--- src/hw/rtl/mts_pkg.sv ---
// ----------------------------------------------------------------------------
// Midtones transfer stretch package
// Shared widths, pipeline depths, register indexes, control types and the
// lane class code used by the lanes, the divider and the top level.
// ----------------------------------------------------------------------------
package mts_pkg;

   // Samples and thresholds use only their low SAMPLE_BITS bits.
   localparam int SAMPLE_BITS = 16;
   localparam int IN_W        = 16;
   localparam int OUT_W       = 8;
   localparam int THR_W       = 32;
   localparam int MID_W       = 17;
   localparam int PROD_W      = 33;
   localparam int NUM_W       = 41;
   localparam int DEN_W       = 33;

   localparam logic [MID_W-1:0] MID_ONE = 17'h10000;
   localparam logic [OUT_W-1:0] OUT_MAX = 8'd255;

   // Pipeline layout: classify, multiply, combine, then one quotient bit per
   // divider stage, then the merge register in the top level.
   localparam int FRONT_STG = 3;
   localparam int DIV_STG   = OUT_W;
   localparam int LANE_STG  = FRONT_STG + DIV_STG;
   localparam int NSTG      = LANE_STG + 1;

   // Configuration register indexes.
   localparam int CSR_IDX_W = 3;
   localparam logic [CSR_IDX_W-1:0] REG_RED_THR   = 3'd0;
   localparam logic [CSR_IDX_W-1:0] REG_GREEN_THR = 3'd1;
   localparam logic [CSR_IDX_W-1:0] REG_BLUE_THR  = 3'd2;
   localparam logic [CSR_IDX_W-1:0] REG_RED_MID   = 3'd3;
   localparam logic [CSR_IDX_W-1:0] REG_GREEN_MID = 3'd4;
   localparam logic [CSR_IDX_W-1:0] REG_BLUE_MID  = 3'd5;
   localparam logic [CSR_IDX_W-1:0] REG_MODE      = 3'd6;

   localparam logic [THR_W-1:0] THR_RESET = 32'hFFFF_0000;
   localparam logic [MID_W-1:0] MID_RESET = 17'd32768;

   // How a lane's result is formed once the quotient is known.
   typedef enum logic [1:0] {
      CLS_MID,
      CLS_LOW,
      CLS_HIGH,
      CLS_ZERO
   } mts_class_type;

   // Stage load enables from the pipeline control to the lanes.
   typedef struct packed {
      logic [NSTG-1:0] en;
   } mts_ctrl_type;

   function automatic logic [OUT_W-1:0] resolve(input mts_class_type cls,
                                                input logic [OUT_W-1:0] quo);
      logic [OUT_W-1:0] res;
      begin
         case (cls)
            CLS_MID:  res = quo;
            CLS_HIGH: res = OUT_MAX;
            CLS_LOW:  res = '0;
            CLS_ZERO: res = '0;
            default:  res = '0;
         endcase
         return res;
      end
   endfunction

endpackage

--- src/hw/rtl/mts_ctrl.sv ---
// ----------------------------------------------------------------------------
// Midtones transfer stretch pipeline control
// Valid bit per stage and bubble-collapsing load enables.
// ----------------------------------------------------------------------------
module mts_ctrl (
   input  logic                  clock,
   input  logic                  reset,
   input  logic                  req_valid,
   input  logic                  rsp_ready,
   output logic                  req_ready,
   output logic                  rsp_valid,
   output mts_pkg::mts_ctrl_type ctrl
);

   logic [mts_pkg::NSTG-1:0] vld_ff, vld_in, en;

   // A stage may load when the result is being taken or when any stage from
   // here to the output holds a bubble.
   for (genvar k = 0; k < mts_pkg::NSTG; k++) begin : g_en
      assign en[k] = rsp_ready | ~(&vld_ff[mts_pkg::NSTG-1:k]);
   end

   always_comb begin
      vld_in[0] = en[0] ? req_valid : vld_ff[0];
      for (int k = 1; k < mts_pkg::NSTG; k++) begin
         vld_in[k] = en[k] ? vld_ff[k-1] : vld_ff[k];
      end
   end

   always_ff @(posedge clock) begin
      if (reset) begin
         vld_ff <= '0;
      end else begin
         vld_ff <= vld_in;
      end
   end

   assign ctrl.en   = en;
   assign req_ready = en[0];
   assign rsp_valid = vld_ff[mts_pkg::NSTG-1];

endmodule

--- config.mk ---
export PLATFORM = sky130hd
export DESIGN_NAME = mts_ctrl
export DESIGN_NICKNAME = d
export VERILOG_FILES = /design/src/hw/rtl/mts_pkg.sv /design/src/hw/rtl/mts_ctrl.sv
export SDC_FILE = /design/constraint.sdc
export NUM_CORES = 1
export LEC_CHECK = 0
export BUFFER_PORTS_ARGS = -buffer_cell sky130_fd_sc_hd__buf_4
export CORE_MARGIN = 5
export CORE_UTILIZATION = 26
export CTS_CLUSTER_DIAMETER = 200
export DETAILED_ROUTE_END_ITERATION = 7
export HOLD_SLACK_MARGIN = 0.03
export SYNTH_ARGS = -nofsm -noshare
export SYNTH_HDL_FRONTEND = slang
export SYNTH_SLANG_ARGS = --single-unit
--- constraint.sdc ---
create_clock -name clock -period 3.5 [get_ports clock]
set_clock_uncertainty 0.15 [all_clocks]
set_input_delay 0.35 -clock clock [delete_from_list [all_inputs] [get_ports clock]]
set_output_delay 0.35 -clock clock [all_outputs]
set_load 0.1 [all_outputs]
; Word-level counts from Yosys, hierarchy flattened
; Index checks and enable logic that the tools add are counted.
[classes]
reduce_logical = 11
bitwise_logic = 24
[op_table]
columns = cell, count
row1 = $not 1->1, 12
row2 = $or 1x1->1, 12
row3 = $reduce_and 12->1, 1
row4 = $reduce_and 11->1, 1
row5 = $reduce_and 10->1, 1
row6 = $reduce_and 9->1, 1
row7 = $reduce_and 8->1, 1
row8 = $reduce_and 7->1, 1
row9 = $reduce_and 6->1, 1
row10 = $reduce_and 5->1, 1
row11 = $reduce_and 4->1, 1
row12 = $reduce_and 3->1, 1
row13 = $reduce_and 2->1, 1
[totals]
reg_bits = 12
inputBits = 4

; Depth between registers and ports, before layout
; Gate-level depths: netlist (run 1).
[logic_depth]
depth_word = 3
depth_mapped = 5
mapped_depth_nobuf = 3

; Least setup slack after synthesis (run 1)
; Ideal clock, no wire load.
[synth_path]
path_type = reg-to-output
from = reg vld_ff[11] (netlist bit)
to = out ctrl[0] (netlist bit)
required_time_ps = 3000
path_buffers = 2
path_stages_with_launch = 6
arrival_ps = 2962
path_slack_ps = 38
path_cell_list = dfxtp_1 and3b_1 buf_6 nand3_4 or3_1 buf_4
[synth_between]
elab_chain_len = 3
[synth_lines]
columns = element, line
row1 = from (decl), mts_ctrl.sv:15  ; logic [mts_pkg::NSTG-1:0] vld_ff, vld_in, en;
row2 = from (signal assigned), mts_ctrl.sv:34  ; vld_ff <= vld_in;
row3 = $reduce_and 12->1, mts_ctrl.sv:20  ; assign en[k] = rsp_ready | ~(&vld_ff[mts_pkg::NSTG-1:k]);
row4 = $not 1->1, mts_ctrl.sv:20
row5 = $or 1x1->1, mts_ctrl.sv:20
row6 = to (decl), mts_ctrl.sv:12  ; output mts_pkg::mts_ctrl_type ctrl
; No other way between the ends.

==> results.ini, run 1 <==
[layout]
n_antenna_cell = 0
drive_above_1_share_pct = 30.3
areaGrowthSynthToFinish_pct = 32.4
largest_reg_flops = 12
layout.nets = 81
fin_cells = 103
fillers = 218
largestRegisters = vld_ff x12
top_register = vld_ff

[sta]
worst_pin_slew_ns = 0.380
hold_slack_ns = 0.136
slew_headroom_pct = 74.7
slew_viol_final = 0
rsz0062_at_grt = false
setup_violations = 0
setup-tns-final_ns = 0
fmax_mhz = 421
final.period_utilization_pct = 67.9
setup_ws_ns = 1.12
finalHoldViolCount = 0
fin_crit_ns = 2.38

[cts]
post_cts_buffers = 0
htreeDepth = 1
clockBufferDepth = 2
clkTransAtPathRegs_ns = 0.08
clock_latency_ns = 0.27
ctsResizeCount = 0
root_buffer = clkbuf_4
cts_tree = done
cts.sinks = 12
ctsHoldBuffers = 0
numCtsBuffers = 3

[critical_path]
timing.rr.start = vld_ff[11]
worstPathCellList = and3b_1 -> nand3_4 -> or3_1 -> buf_4
crit_buf_inv = 1
crit_type = flip-flop to output port
critPathMaxStageDelay_ns = 0.42
reg2reg_slack_ns = 1.99
slowest_stage = or3_1
path_delay_family = simple AND/OR/NAND/NOR gates
cp.arrival_ns = 1.88
critPathRequiredTime_ns = 3.00
crit_fanout = 10
reg2reg_to = vld_ff[0]
r2r_cells = 3
critPathCaptureType = output port
critPathLaunchType = flip-flop

[run_status]
status = completed

[power_and_ir_drop]
irDropWorstVdd_mv = 0.146
p_clk_share_pct = 42.3
p_switching_mw = 0.0503
internal-power_mw = 0.206
switching_share_pct = 19.6
pwr-share-seq_pct = 54.4
p_comb_share_pct = 3.3
leakagePower_nw = 0.248
pwr_density_cell_nw_per_um2 = 374

[floorplanning]
row_count = 16
core_um2 = 1920
die_h_um = 54.6
die_area_um2 = 2980
die_w_um = 54.6
start_util_pct = 26.9
io_pins = 18

[global_routing]
grt_max_degree = 16
grt_pass1_wl_um = 1720
grt_pass1_vias = 389
antenna_found_initial = 0
grtUsageTotal_pct = 8.25
grt-ovfl-total = 0

[detailed_routing]
drt-pass1-iter-count = 2
ant_nets = 0
viasPerCell = 4.20
wl_um = 1030
drtIter0Drc = 3
wire_per_inst_um = 10.0
drt_drc_violations_left = 0
num_vias = 433

[yosys]
syn_avg_cell_area_um2 = 8.76
synthTopCellsByArea = dfxtp_1 46%, a21oi_1 6.8%, inv_1 5.8%, nand2b_1 4.8%, nand3_4 3.4%
synth_top_cell_by_area = dfxtp_1
synth_nets = 63
synth_area_um2 = 517
yosysSeqAreaShare_pct = 46.5
synth_top_area_share_pct = 46.5
synth_seq_cells = 12
ys_types = 20
syn_inst = 59
yosys_warnings = 0

[placement]
gp_congestion = 0.645
dp_hpwl_um = 818
io_buffers = 17
pre_cts_ws_ns = 1.25
placed_cells = 99

[min_path]
min_to = vld_ff[0]
whs_path_depth = 3
hold_class = input pin to flip-flop
min-delay-start = req_valid

[flow_run]
max_cap_violations = 0

==> cells in the final DEF, fill, tap and decap left out <==
cell type,n
buf_4,17
dfxtp_1,12
inv_1,8
a21oi_1,7
nand2b_1,4
nand2_1,4
nor2_1,4
clkbuf_4,3
nand3_1,2
nand4_1,2
or2_1,2
or3_1,2
o31ai_1,2
and3b_1,1
and2_1,1
and3_1,1
nand3_4,1
o41ai_2,1
o32ai_1,1
clkbuf_8,1
==> power groups by stage <==
stage          combinational [mW]  sequential [mW]  clock [mW]
6_report                  0.00850            0.139       0.108
5_1_grt                   0.00963            0.140       0.120
4_1_cts                   0.00866            0.139       0.113
3_5_place_dp              0.00864            0.143           0
3_3_place_gp              0.00851            0.142           0
2_1_floorplan             0.00460            0.142           0
==> per-stage QoR <==
stage | utilization, % | instance area, µm² | power, mW
floorplan | - | 517 | 0.147
finish | 35.6 | 684 | 0.256
global placement | 33.7 | 648 | 0.151
detailed placement | 33.7 | 648 | 0.151
CTS | 35.6 | 684 | 0.261
global route | 35.6 | 684 | 0.269
==> worst max-delay path by stage <==
stage	startpoint	endpoint	slack (ns)	depth (start not counted)
floorplan	vld_ff[11]	ctrl[0]	0.04	5
CTS	vld_ff[11]	ctrl[0]	1.10	4
detailed placement	rsp_ready	ctrl[0]	1.25	5
finish	vld_ff[11]	ctrl[0]	1.12	4
global route	vld_ff[11]	req_ready	0.97	4
global placement	rsp_ready	ctrl[0]	1.27	5
==> synth_stat cells <==
cell,instances
dfxtp_1,12
inv_1,8
a21oi_1,7
nand2_1,4
nand2b_1,4
nor2_1,4
buf_4,2
nand3_1,2
nand4_1,2
o31ai_1,2
or2_1,2
or3_1,2
and2_1,1
and3_1,1
and3b_1,1
buf_6,1
clkbuf_1,1
nand3_4,1
o32ai_1,1
o41ai_2,1
==> routing by layer <==
| layer | vias up | track usage (%) | share of wire (%) |
|---|---|---|---|
| li1 | 228 | - | - |
| met4 | 0 | 4.98 | 0 |
| met1 | 193 | 10.4 | 47 |
| met5 | - | 0 | 0 |
| met3 | 0 | 2.45 | 7.4 |
| met2 | 12 | 12.2 | 45 |
==> worst min-delay path: stages <==
cell	delay [ns]
buf_4	0.08
nand2b_1	0.06
o41ai_2	0.04
==> layout make-up <==
type	count	area [µm²]	area share, %
Clock buffer	4	36.3	5.30
Inverter	8	30.0	4.39
Timing Repair Buffer	17	128	18.6
Tap cell	27	33.8	4.94
Sequential cell	12	240	35.1
Multi-Input combinational cell	35	216	31.6
==> logic make-up after synthesis <==
family / share of synthesized area, %
simple gates: 27.4
flops: 46.5
compound gates: 14.5
buf+inv: 11.6
No activity file was read; power rests on OpenSTA's default activity.
==> run 2: changes to the inputs <==
==> constraint.sdc (replaced) <==
create_clock -name clock -period 2.3 [get_ports clock]
set_clock_uncertainty 0.15 [all_clocks]
set_input_delay 0.23 -clock clock [delete_from_list [all_inputs] [get_ports clock]]
set_output_delay 0.23 -clock clock [all_outputs]
set_load 0.1 [all_outputs]
==> results.ini, run 2 (synthesized netlist as in run 1, its figures left out) <==
[cts]
clockBufferDepth = 2
numCtsBuffers = 3
clkTransAtPathRegs_ns = 0.08
cts_tree = done
root_buffer = clkbuf_4
htreeDepth = 1
post_cts_buffers = 0
clock_latency_ns = 0.27
cts.sinks = 12

[critical_path]
crit_type = flip-flop to output port
crit_fanout = 10
cp.arrival_ns = 1.80
critPathCaptureType = output port
critPathRequiredTime_ns = 1.92
critPathLaunchType = flip-flop

[detailed_routing]
num_vias = 440
viasPerCell = 4.19
wl_um = 1010
drtIter0Drc = 8
drt-pass1-iter-count = 3
drt_drc_violations_left = 0
wire_per_inst_um = 9.64
ant_nets = 0

[layout]
layout_commonest_cell = buf_4
layout_common_cells = 18 x buf_4, 11 x dfxtp_1, 8 x inv_1, 7 x a21oi_1
drive_above_1_share_pct = 33.3
n_antenna_cell = 0
layout.nets = 83
largest_reg_flops = 12
top_register = vld_ff
largestRegisters = vld_ff x12
areaGrowthSynthToFinish_pct = 35.8

[power_and_ir_drop]
power.total_mw = 0.359
irDropWorstVdd_mv = 0.352
leakagePower_nw = 0.254
pwr_density_cell_nw_per_um2 = 511

[global_routing]
grt.busiest_layer = met2
grt_max_degree = 16
grt-ovfl-total = 0
grt_pass1_wl_um = 1660
met1_usage_pct = 9.98
grt_pass1_vias = 371
grtUsageTotal_pct = 7.89
grtUsageMet2_pct = 10.8
antenna_found_initial = 0
met3_usage_pct = 4.90

[floorplanning]
row_count = 16
io_pins = 18
die_area_um2 = 2980
start_util_pct = 26.9
core_um2 = 1920
die_h_um = 54.6
die_w_um = 54.6

[placement]
dp_hpwl_um = 778
io_buffers = 17
gp_congestion = 0.689
pre_cts_ws_ns = 0.422

[flow_run]
max_cap_violations = 0

[sta]
finalHoldViolCount = 0
final.period_utilization_pct = 95.0
setup_violations = 0
fmax_mhz = 458
slew_headroom_pct = 81.5
setup_ws_ns = 0.116
setup-tns-final_ns = 0
fin_crit_ns = 2.18
rsz0062_at_grt = false
worst_pin_slew_ns = 0.280
slew_viol_final = 0

[min_path]
hold_class = input pin to flip-flop

[run_status]
status = completed

==> run 2: worst max-delay path, stage by stage (launching register included) <==
cell and delay, ns:
dfxtp_1 0.37, and2_1 0.29, nand3_4 0.16, or3_2 0.47, buf_4 0.24
==> run 2: metal layers <==
metal | vias up | routed length (µm)
li1 | 234 | -
met1 | 192 | 458
met2 | 12 | 457
met3 | 2 | 76
met4 | 0 | 20
met5 | - | 0
==> run 2: path summary, 6_finish.rpt <==
check              from         end  slack, ns  cells after the start
min               reset  vld_ff[11]       0.06                      2
max reg2reg   vld_ff[9]   vld_ff[0]       0.91                      3
min reg2reg  vld_ff[10]  vld_ff[11]       0.30                      2
max           vld_ff[9]     ctrl[1]       0.12                      4
==> run 2: report_power, final <==
part	total (mW)	internal, mW	switching [mW]
sequential	0.211	0.209	0.00162
clock	0.134	0.0671	0.0669
combinational	0.0141	0.00778	0.00631
total	0.359	0.284	0.0748
==> run 2: final cells by class <==
| cell class | count | area (µm²) |
|---|---|---|
| Sequential cell | 12 | 244 |
| Fill cell | 212 | 1220 |
| Clock buffer | 4 | 26.3 |
| Tap cell | 27 | 33.8 |
| Inverter | 8 | 30.0 |
| Multi-Input combinational cell | 35 | 223 |
| Timing Repair Buffer | 19 | 145 |
==> run 2: repair_timing <==
| item | CTS | global route |
|---|---|---|
| gates resized for setup | 0 | 0 |
| hold buffers | 1 | 0 |
| hold endpoints to repair | 1 | 0 |
| setup endpoints to repair | 0 | 0 |
==> run 2: through the flow <==
step                      cell area, µm²  util, %  std cells  hold slack, ns
after floorplan                      539        -         59           0.179
after global placement               666     34.6        100           0.287
after detailed placement             666     34.6        100           0.291
after CTS                            702     36.5        105          0.0590
after global routing                 702     36.5        105          0.0751
final                                702     36.5        105          0.0631
