File: src/hw/rtl/mts_pkg.sv
// ----------------------------------------------------------------------------
// Midtones transfer stretch package
// Shared widths, pipeline depths, register indexes, control types and the
// lane class code used by the lanes, the divider and the top level.
// ----------------------------------------------------------------------------
package mts_pkg;

   // Samples and thresholds use only their low SAMPLE_BITS bits.
   localparam int SAMPLE_BITS = 16;
   localparam int IN_W        = 16;
   localparam int OUT_W       = 8;
   localparam int THR_W       = 32;
   localparam int MID_W       = 17;
   localparam int PROD_W      = 33;
   localparam int NUM_W       = 41;
   localparam int DEN_W       = 33;

   localparam logic [MID_W-1:0] MID_ONE = 17'h10000;
   localparam logic [OUT_W-1:0] OUT_MAX = 8'd255;

   // Pipeline layout: classify, multiply, combine, then one quotient bit per
   // divider stage, then the merge register in the top level.
   localparam int FRONT_STG = 3;
   localparam int DIV_STG   = OUT_W;
   localparam int LANE_STG  = FRONT_STG + DIV_STG;
   localparam int NSTG      = LANE_STG + 1;

   // Configuration register indexes.
   localparam int CSR_IDX_W = 3;
   localparam logic [CSR_IDX_W-1:0] REG_RED_THR   = 3'd0;
   localparam logic [CSR_IDX_W-1:0] REG_GREEN_THR = 3'd1;
   localparam logic [CSR_IDX_W-1:0] REG_BLUE_THR  = 3'd2;
   localparam logic [CSR_IDX_W-1:0] REG_RED_MID   = 3'd3;
   localparam logic [CSR_IDX_W-1:0] REG_GREEN_MID = 3'd4;
   localparam logic [CSR_IDX_W-1:0] REG_BLUE_MID  = 3'd5;
   localparam logic [CSR_IDX_W-1:0] REG_MODE      = 3'd6;

   localparam logic [THR_W-1:0] THR_RESET = 32'hFFFF_0000;
   localparam logic [MID_W-1:0] MID_RESET = 17'd32768;

   // How a lane's result is formed once the quotient is known.
   typedef enum logic [1:0] {
      CLS_MID,
      CLS_LOW,
      CLS_HIGH,
      CLS_ZERO
   } mts_class_type;

   // Stage load enables from the pipeline control to the lanes.
   typedef struct packed {
      logic [NSTG-1:0] en;
   } mts_ctrl_type;

   function automatic logic [OUT_W-1:0] resolve(input mts_class_type cls,
                                                input logic [OUT_W-1:0] quo);
      logic [OUT_W-1:0] res;
      begin
         case (cls)
            CLS_MID:  res = quo;
            CLS_HIGH: res = OUT_MAX;
            CLS_LOW:  res = '0;
            CLS_ZERO: res = '0;
            default:  res = '0;
         endcase
         return res;
      end
   endfunction

endpackage

File: src/hw/rtl/mts_div.sv
// ----------------------------------------------------------------------------
// Midtones transfer stretch quotient pipeline
// Restoring division, one quotient bit per stage, most significant bit first.
// ----------------------------------------------------------------------------
module mts_div (
   input  logic                                  clock,
   input  mts_pkg::mts_ctrl_type                 ctrl,
   input  logic [mts_pkg::NUM_W-1:0]             num,
   input  logic [mts_pkg::DEN_W-1:0]             den,
   input  mts_pkg::mts_class_type                cls,
   output logic [mts_pkg::OUT_W-1:0]             quo,
   output mts_pkg::mts_class_type                cls_out
);

   logic [mts_pkg::NUM_W-1:0] rem_ff [mts_pkg::DIV_STG];
   logic [mts_pkg::DEN_W-1:0] den_ff [mts_pkg::DIV_STG];
   logic [mts_pkg::OUT_W-1:0] quo_ff [mts_pkg::DIV_STG];
   mts_pkg::mts_class_type    cls_ff [mts_pkg::DIV_STG];

   for (genvar i = 0; i < mts_pkg::DIV_STG; i++) begin : g_stage
      logic [mts_pkg::NUM_W-1:0] rem_prev, trial, rem_in;
      logic [mts_pkg::DEN_W-1:0] den_prev;
      logic [mts_pkg::OUT_W-1:0] quo_prev, quo_in;
      mts_pkg::mts_class_type    cls_prev;

      if (i == 0) begin : g_first
         assign rem_prev = num;
         assign den_prev = den;
         assign quo_prev = '0;
         assign cls_prev = cls;
      end else begin : g_next
         assign rem_prev = rem_ff[i-1];
         assign den_prev = den_ff[i-1];
         assign quo_prev = quo_ff[i-1];
         assign cls_prev = cls_ff[i-1];
      end

      // The divisor shifted to the weight of this stage's quotient bit.
      assign trial = mts_pkg::NUM_W'(den_prev) << (mts_pkg::DIV_STG - 1 - i);

      always_comb begin
         rem_in = rem_prev;
         quo_in = quo_prev;
         if (rem_prev >= trial) begin
            rem_in = rem_prev - trial;
            quo_in[mts_pkg::DIV_STG - 1 - i] = 1'b1;
         end
      end

      always_ff @(posedge clock) begin
         if (ctrl.en[mts_pkg::FRONT_STG + i]) begin
            rem_ff[i] <= rem_in;
            den_ff[i] <= den_prev;
            quo_ff[i] <= quo_in;
            cls_ff[i] <= cls_prev;
         end
      end
   end

   assign quo     = quo_ff[mts_pkg::DIV_STG-1];
   assign cls_out = cls_ff[mts_pkg::DIV_STG-1];

endmodule

File: src/hw/rtl/mts_lane.sv
// ----------------------------------------------------------------------------
// Midtones transfer stretch lane
// One channel: threshold compare, the two balance products, numerator and
// denominator, then the quotient pipeline.
// ----------------------------------------------------------------------------
module mts_lane (
   input  logic                          clock,
   input  mts_pkg::mts_ctrl_type         ctrl,
   input  logic [mts_pkg::IN_W-1:0]      sample,
   input  logic [mts_pkg::THR_W-1:0]     thresholds,
   input  logic [mts_pkg::MID_W-1:0]     midtones,
   input  logic                          force_zero,
   output logic [mts_pkg::OUT_W-1:0]     quo,
   output mts_pkg::mts_class_type        cls
);

   logic [mts_pkg::IN_W-1:0]   smp, shadow, highlight;
   logic [mts_pkg::MID_W-1:0]  mid_sat;
   mts_pkg::mts_class_type     cls1_in;

   logic [mts_pkg::IN_W-1:0]   x_ff, sx_ff;
   logic [mts_pkg::MID_W-1:0]  mc_ff, mi_ff;
   mts_pkg::mts_class_type     cls1_ff;

   logic [mts_pkg::PROD_W-1:0] p1_ff, p2_ff;
   mts_pkg::mts_class_type     cls2_ff;

   logic [mts_pkg::NUM_W-1:0]  num_in, num_ff;
   logic [mts_pkg::DEN_W-1:0]  den_in, den_ff;
   mts_pkg::mts_class_type     cls3_in, cls3_ff;

   // Only the low sample bits of the sample and both thresholds count.
   assign smp       = mts_pkg::IN_W'(sample[mts_pkg::SAMPLE_BITS-1:0]);
   assign shadow    = mts_pkg::IN_W'(thresholds[mts_pkg::SAMPLE_BITS-1:0]);
   assign highlight = mts_pkg::IN_W'(thresholds[16 +: mts_pkg::SAMPLE_BITS]);
   assign mid_sat   = (midtones > mts_pkg::MID_ONE) ? mts_pkg::MID_ONE : midtones;

   always_comb begin
      if (force_zero) begin
         cls1_in = mts_pkg::CLS_ZERO;
      end else if (smp < shadow) begin
         cls1_in = mts_pkg::CLS_LOW;
      end else if (smp >= highlight) begin
         cls1_in = mts_pkg::CLS_HIGH;
      end else begin
         cls1_in = mts_pkg::CLS_MID;
      end
   end

   always_ff @(posedge clock) begin
      if (ctrl.en[0]) begin
         x_ff    <= smp - shadow;
         sx_ff   <= highlight - smp;
         mc_ff   <= mid_sat;
         mi_ff   <= mts_pkg::MID_ONE - mid_sat;
         cls1_ff <= cls1_in;
      end
   end

   always_ff @(posedge clock) begin
      if (ctrl.en[1]) begin
         p1_ff   <= mts_pkg::PROD_W'(mi_ff) * mts_pkg::PROD_W'(x_ff);
         p2_ff   <= mts_pkg::PROD_W'(mc_ff) * mts_pkg::PROD_W'(sx_ff);
         cls2_ff <= cls1_ff;
      end
   end

   // 255 * p1 is formed as p1 * 256 - p1.
   always_comb begin
      num_in  = (mts_pkg::NUM_W'(p1_ff) << 8) - mts_pkg::NUM_W'(p1_ff);
      den_in  = mts_pkg::DEN_W'(p1_ff) + mts_pkg::DEN_W'(p2_ff);
      cls3_in = cls2_ff;
      if (cls2_ff == mts_pkg::CLS_MID && den_in == '0) begin
         cls3_in = mts_pkg::CLS_ZERO;
      end
   end

   always_ff @(posedge clock) begin
      if (ctrl.en[2]) begin
         num_ff  <= num_in;
         den_ff  <= den_in;
         cls3_ff <= cls3_in;
      end
   end

   mts_div u_div (
      .clock   (clock),
      .ctrl    (ctrl),
      .num     (num_ff),
      .den     (den_ff),
      .cls     (cls3_ff),
      .quo     (quo),
      .cls_out (cls)
   );

endmodule

File: config.mk
export PLATFORM = sky130hd
export DESIGN_NAME = mts_lane
export DESIGN_NICKNAME = d
export VERILOG_FILES = /design/src/hw/rtl/mts_pkg.sv /design/src/hw/rtl/mts_div.sv /design/src/hw/rtl/mts_lane.sv
export SDC_FILE = /design/constraint.sdc
export NUM_CORES = 2
export LEC_CHECK = 0
export BUFFER_PORTS_ARGS = -buffer_cell sky130_fd_sc_hd__clkbuf_2
export CORE_MARGIN = 3
export CORE_UTILIZATION = 30
export CTS_CLUSTER_SIZE = 16
export DETAILED_ROUTE_END_ITERATION = 12
export PLACE_DENSITY_LB_ADDON = 0.05
export SYNTH_ARGS = -nofsm -noshare
export SYNTH_HDL_FRONTEND = slang
export SYNTH_HIERARCHICAL = 1
export SYNTH_SLANG_ARGS = --single-unit
File: constraint.sdc
create_clock -name clock -period 7.5 [get_ports clock]
set_input_delay 2.25 -clock clock [delete_from_list [all_inputs] [get_ports clock]]
set_output_delay 2.25 -clock clock [all_outputs]
set_load 0.01 [all_outputs]
Yosys cells after proc, flatten, opt, wreduce, memory -nomap -nowiden --
Memories as Yosys holds them, arrays and structs flattened. Index checks and enable logic that the tools add are counted.
Cells by class: add/subtract/negate cells 13, multiply operators 2, order comparisons 11, mux-type cells 35, reductions and logical operators 4
Operators with widths (number):
- 41-bit two-way mux | 8
- 41-bit by 33-bit subtractor with 41-bit output | 2
- 17-bit by 16-bit multiplier with 33-bit output | 2
- 41-bit by 33-bit greater-or-equal comparator with 1-bit output | 1
- 41-bit by 34-bit greater-or-equal comparator with 1-bit output | 1
- 41-bit by 35-bit greater-or-equal comparator with 1-bit output | 1
- 41-bit by 36-bit greater-or-equal comparator with 1-bit output | 1
- 41-bit by 37-bit greater-or-equal comparator with 1-bit output | 1
- 41-bit by 38-bit greater-or-equal comparator with 1-bit output | 1
- 41-bit by 39-bit greater-or-equal comparator with 1-bit output | 1
- 41-bit by 40-bit greater-or-equal comparator with 1-bit output | 1
- 41-bit by 34-bit subtractor with 41-bit output | 1
- 41-bit by 35-bit subtractor with 41-bit output | 1
- 41-bit by 36-bit subtractor with 41-bit output | 1
- 41-bit by 37-bit subtractor with 41-bit output | 1
- 41-bit by 38-bit subtractor with 41-bit output | 1
- 41-bit by 39-bit subtractor with 41-bit output | 1
- 41-bit by 40-bit subtractor with 41-bit output | 1
- 33-bit adder | 1
- 33-bit zero test | 1
- 16-bit subtractor | 2
- 1-bit two-way mux | 24
- 17-bit > comparator (second input constant) | 1
- 17-bit two-way mux | 1
- 7 further kinds | 8
Word-level totals: register bits 212, RAM bits 672, output and inout port bits 10, word-level logic and storage cells 81, memories 4
Memories:
- u_div.rem_ff | depth 8, width 41, rd ports 7, clocked after memory_dff 0, write ports 8, RTL line mts_div.sv:15 | logic [mts_pkg::NUM_W-1:0] rem_ff [mts_pkg::DIV_STG];
- u_div.den_ff | depth 8, width 33, rd ports 7, clocked after memory_dff 0, write ports 8, RTL line mts_div.sv:16 | logic [mts_pkg::DEN_W-1:0] den_ff [mts_pkg::DIV_STG];
- u_div.quo_ff | depth 8, width 8, rd ports 8, clocked after memory_dff 0, write ports 8, RTL line mts_div.sv:17 | logic [mts_pkg::OUT_W-1:0] quo_ff [mts_pkg::DIV_STG];
- u_div.cls_ff | depth 8, width 2, rd ports 8, clocked after memory_dff 0, write ports 8, RTL line mts_div.sv:18 | mts_pkg::mts_class_type cls_ff [mts_pkg::DIV_STG];

Longest topological paths before layout --
word-level depth 3, gate-level depth with buffers 25, depth with buffers taken out 22

Modules after synthesis --
The synthesis kept the hierarchy.
By module, submodules not included:
- mts_div | times used 1, cells an instance 3259, area each 34172.8 µm², sequential area each 17116.4 µm²
- mts_lane | times used 1, cells an instance 3096, area each 29879.9 µm², sequential area each 6336.1 µm²

Worst setup path after synthesis --
Ideal clock, no wire load.
path type register to register, start point reg sx_ff[7] (netlist name), end point reg p2_ff[32] (netlist name) (data pin), setup time 0.260 ns, arrival time 6.002 ns, slack 1.238 ns, cell stages (with the launch flop) 23, cells stage by stage edfxtp_1 -> clkbuf_1 -> clkbuf_1 -> nand2_1 -> fa_1 -> fa_1 -> inv_1 -> fa_1 -> fa_1 -> fa_1 -> inv_1 -> fa_1 -> inv_1 -> ha_1 -> clkbuf_1 -> a21oi_1 -> o21ai_0 -> or3_1 -> o211a_1 -> a311o_1 -> a31oi_1 -> o21ai_1 -> xnor2_1
On the way: longest elaborated chain between the ends 1
Ends and longest elaborated chain:
- start, declared | RTL line mts_lane.sv:21 | logic [mts_pkg::IN_W-1:0] x_ff, sx_ff;
- start signal, assigned | RTL line mts_lane.sv:53 | sx_ff <= highlight - smp;
- 17-bit by 16-bit multiplier with 33-bit output | RTL line mts_lane.sv:63 | p2_ff <= mts_pkg::PROD_W'(mc_ff) * mts_pkg::PROD_W'(sx_ff);
- end signal, assigned | RTL line mts_lane.sv:63
- end, declared | RTL line mts_lane.sv:25 | logic [mts_pkg::PROD_W-1:0] p1_ff, p2_ff;
No other way between the ends. A chain may end at the register's enable or synchronous reset.

Worst setup path after layout --
start point reg mi_ff[8] (netlist name), end point reg p1_ff[28] (netlist name) (data pin)
On the way: longest elaborated chain between the ends 1
Ends and longest elaborated chain:
- start, declared | RTL line mts_lane.sv:22 | logic [mts_pkg::MID_W-1:0] mc_ff, mi_ff;
- start signal, assigned | RTL line mts_lane.sv:55 | mi_ff <= mts_pkg::MID_ONE - mid_sat;
- 17-bit by 16-bit multiplier with 33-bit output | RTL line mts_lane.sv:62 | p1_ff <= mts_pkg::PROD_W'(mi_ff) * mts_pkg::PROD_W'(x_ff);
- end signal, assigned | RTL line mts_lane.sv:62
- end, declared | RTL line mts_lane.sv:25
No other way between the ends.

==> impl_metrics.csv <==
group,metric,value,unit
worst_setup_path,cp-end-kind,"flop",
worst_setup_path,worst_setup_path_start_kind,"flop",
yosys,yosys_warnings,6,
worst_setup_path,worstPathArrival,7250,ps
layout,layout_common_cells,"inv_1 (883), edfxtp_1 (781), nand2_1 (648)",
route,wl_per_cell,19.0,µm
worst_setup_path,critical-path-max-stage-delay,680,ps
worst_hold_path,hp-class,"reg -> reg",
layout,drive_gt1_share,6.58,%
clock_network,numCtsBuffers,101,
sta,fin_crit_sh,91.6,%
sta,slew_viol_final,0,
worst_setup_path,path_common_cell,"fa_1",
route,avgViaCountPerCell,4.77,
die,fp.dieW,468,µm
worst_setup_path,crit_chain,"buf_4 -> and2_1 -> fa_1 -> inv_1 -> fa_1 -> fa_1 -> inv_1 -> fa_1 -> fa_1 -> inv_1 -> fa_1 -> inv_1 -> ha_1 -> nand4_1 -> nor3_1 -> o2111ai_1 -> o211ai_1 -> a221oi_1 -> buf_4 -> o21ai_0 -> nor2_1 -> xnor2_1",
sta,rsz0062_at_grt,"false",
route,drtIter0Drc,1966,
die,row_count,168,
sta,max-slew-margin-rel,32.3,%
global_routing,grt_pass1_vias,48200,
route,vias,44400,
clock_network,cts_tree,"yes",
yosys,synthFlopType,"edfxtp_1",
layout,area_growth,11.1,%
worst_setup_path,cp_slowest_cell,"edfxtp_1",
yosys,async_reset_ff_share,0,%
sta,period_minus_slack,6870,ps
die,pin_count,89,
worst_setup_path,path_class,"reg -> reg",
sta,finalClockSkew,56.0,ps
yosys,synth-edff-count,781,
yosys,synth.net_count,7425,
layout,nNetsFinal,7507,
die,core,0.211,mm²
die,dieArea,0.219,mm²
global_routing,grt_pass1_wl,280000,µm
clock_network,path_clk_slew,60,ps
layout,final_common_cell,"inv_1",
clock_network,cts_root_buf,"clkbuf_16",
yosys,syn_inst,6355,
clock_network,cts_sinks,781,
die,die_height,468,µm
worst_setup_path,cp_max_fo,12,
global_routing,grtUsageTotal,16.4,%
clock_network,insertion_delay,730,ps
place,io_buffers,87,
global_routing,grt_max_degree,69,
sta,setup_viol,0,
yosys,ys_ff_latch,781,
sta,fmax,0.146,GHz
global_routing,overflow,0,
die,start_util,30.4,%
yosys,syn_area_per_cell,10.1,µm²
sta,tns,0,ps
sta,max_slew.worst_pin.slew,1020,ps
global_routing,grt_antenna_before_repair,0,
place,dp_hpwl,145000,µm
clock_network,cts_setup_buffers,0,
layout,num-fill-cells,21600,
yosys,yosysUniqueCellTypes,103,
yosys,yosysSeqAreaShare,36.6,%
route,drc_errors,0,
route,postRouteAntennaNets,0,
sta,whs,397,ps
worst_setup_path,required,7880,ps
yosys,syn_area,0.0641,mm²
sta,hold_viol,0,
status,status,"finished, final reports clean",
clock_network,cts_resized,0,
clock_network,cts.path.max_buffers,3,
clock_network,cts_hold_buf,0,
route,routed_wirelength,177000,µm
clock_network,cts_max_level,3,
run,cap_violations,0,
route,drt_pre_antenna_iters,5,
place,gp_congestion,0.876,
## area by class of cell
class	instances	area (µm²)	area share, %
tap	2805	3510	4.93
multi-input combinational	4504	36500	51.3
inverter	885	3320	4.67
antenna	1	2.50	0.00352
timing repair buffer	164	1030	1.45
clock buffer	119	2620	3.68
sequential	781	23500	32.9
clock inverter	66	712	1.00
## through the flow
stage | worst slack [ps] | area, µm² | util, % | cells
4_1_cts | 428 | 71200 | 33.7 | 9324
6_report | 633 | 71200 | 33.7 | 9325
5_1_grt | 263 | 71200 | 33.7 | 9324
3_3_place_gp | 467 | 67900 | 32.2 | 9139
2_1_floorplan | 1240 | 64100 | - | 6355
3_5_place_dp | 516 | 67900 | 32.2 | 9139
## registers in the layout, indices dropped and copies added, names as in the netlist, 16 cells and up
name,cells
u_div/rem_ff,287
u_div/den_ff,231
num_ff,41
u_div/quo_ff,36
den_ff,33
p1_ff,33
p2_ff,33
mc_ff,17
mi_ff,16
sx_ff,16
u_div/cls_ff,16
x_ff,16
## layer usage
layer	GRT usage [%]	part of all wire, %	vias up
li1	-	-	22100
met1	18.8	41	21400
met2	30.9	52	640
met3	1.87	2.3	288
met4	6.47	4.3	0
met5	0	0	-
## critical path: cells and delay by family, from the launching register on
family | cells | cell delay (ps)
adders and majority gates | 7 | 3320
DFF | 1 | 680
and+or+nand+nor | 4 | 600
xor gates and xnor gates | 1 | 530
buffers and inverters | 6 | 670
AOI/OAI and AO/OA | 4 | 720
## kinds of logic after synthesis
family                     Yosys count  synth area share (%)
muxes                               39                 0.690
DFF                                781                  36.6
xor gates and xnor gates           370                  5.06
AOI/OAI and AO/OA                 1318                  13.3
buffers and inverters             1070                  6.41
adders and majority gates          991                  24.4
and+or+nand+nor                   1786                  13.6
## worst paths after layout
check / startpoint / end / slack (ps) / depth (start not counted)
min: u_div/quo_ff[0][15]$_DFFE_PP_ / u_div/quo_ff[0][23]$_DFFE_PP_ / 400 / 0
max: mi_ff[8]$_DFFE_PP_ / p1_ff[28]$_DFFE_PP_ / 630 / 22
min reg2reg: u_div/quo_ff[0][15]$_DFFE_PP_ / u_div/quo_ff[0][23]$_DFFE_PP_ / 400 / 0
max reg2reg: mi_ff[8]$_DFFE_PP_ / p1_ff[28]$_DFFE_PP_ / 630 / 22
## Yosys cell counts, types with 23 or more instances
master | number | area (µm²)
clkbuf_1 | 152 | 571
xnor2_1 | 235 | 2060
nand2b_1 | 47 | 294
nand3_1 | 86 | 430
xor2_1 | 135 | 1180
a21oi_1 | 403 | 2020
edfxtp_1 | 781 | 23500
nand4_1 | 58 | 363
buf_2 | 23 | 115
o21bai_1 | 50 | 375
a211oi_1 | 38 | 285
a31oi_1 | 46 | 288
o211ai_1 | 45 | 338
fa_1 | 426 | 8530
nor3_1 | 93 | 465
nor2b_1 | 65 | 407
nand2_1 | 648 | 2430
o31ai_1 | 24 | 180
inv_1 | 883 | 3310
nor2_1 | 325 | 1220
and3_1 | 35 | 219
o21ai_0 | 285 | 1430
nor4_1 | 37 | 231
and2_1 | 276 | 1730
mux2_2 | 31 | 349
o21a_1 | 54 | 405
ha_1 | 565 | 7070
a21o_1 | 145 | 1090
Power is not shown: default switching activity piles up to over one toggle a cycle in this logic, so the estimate is an artifact.
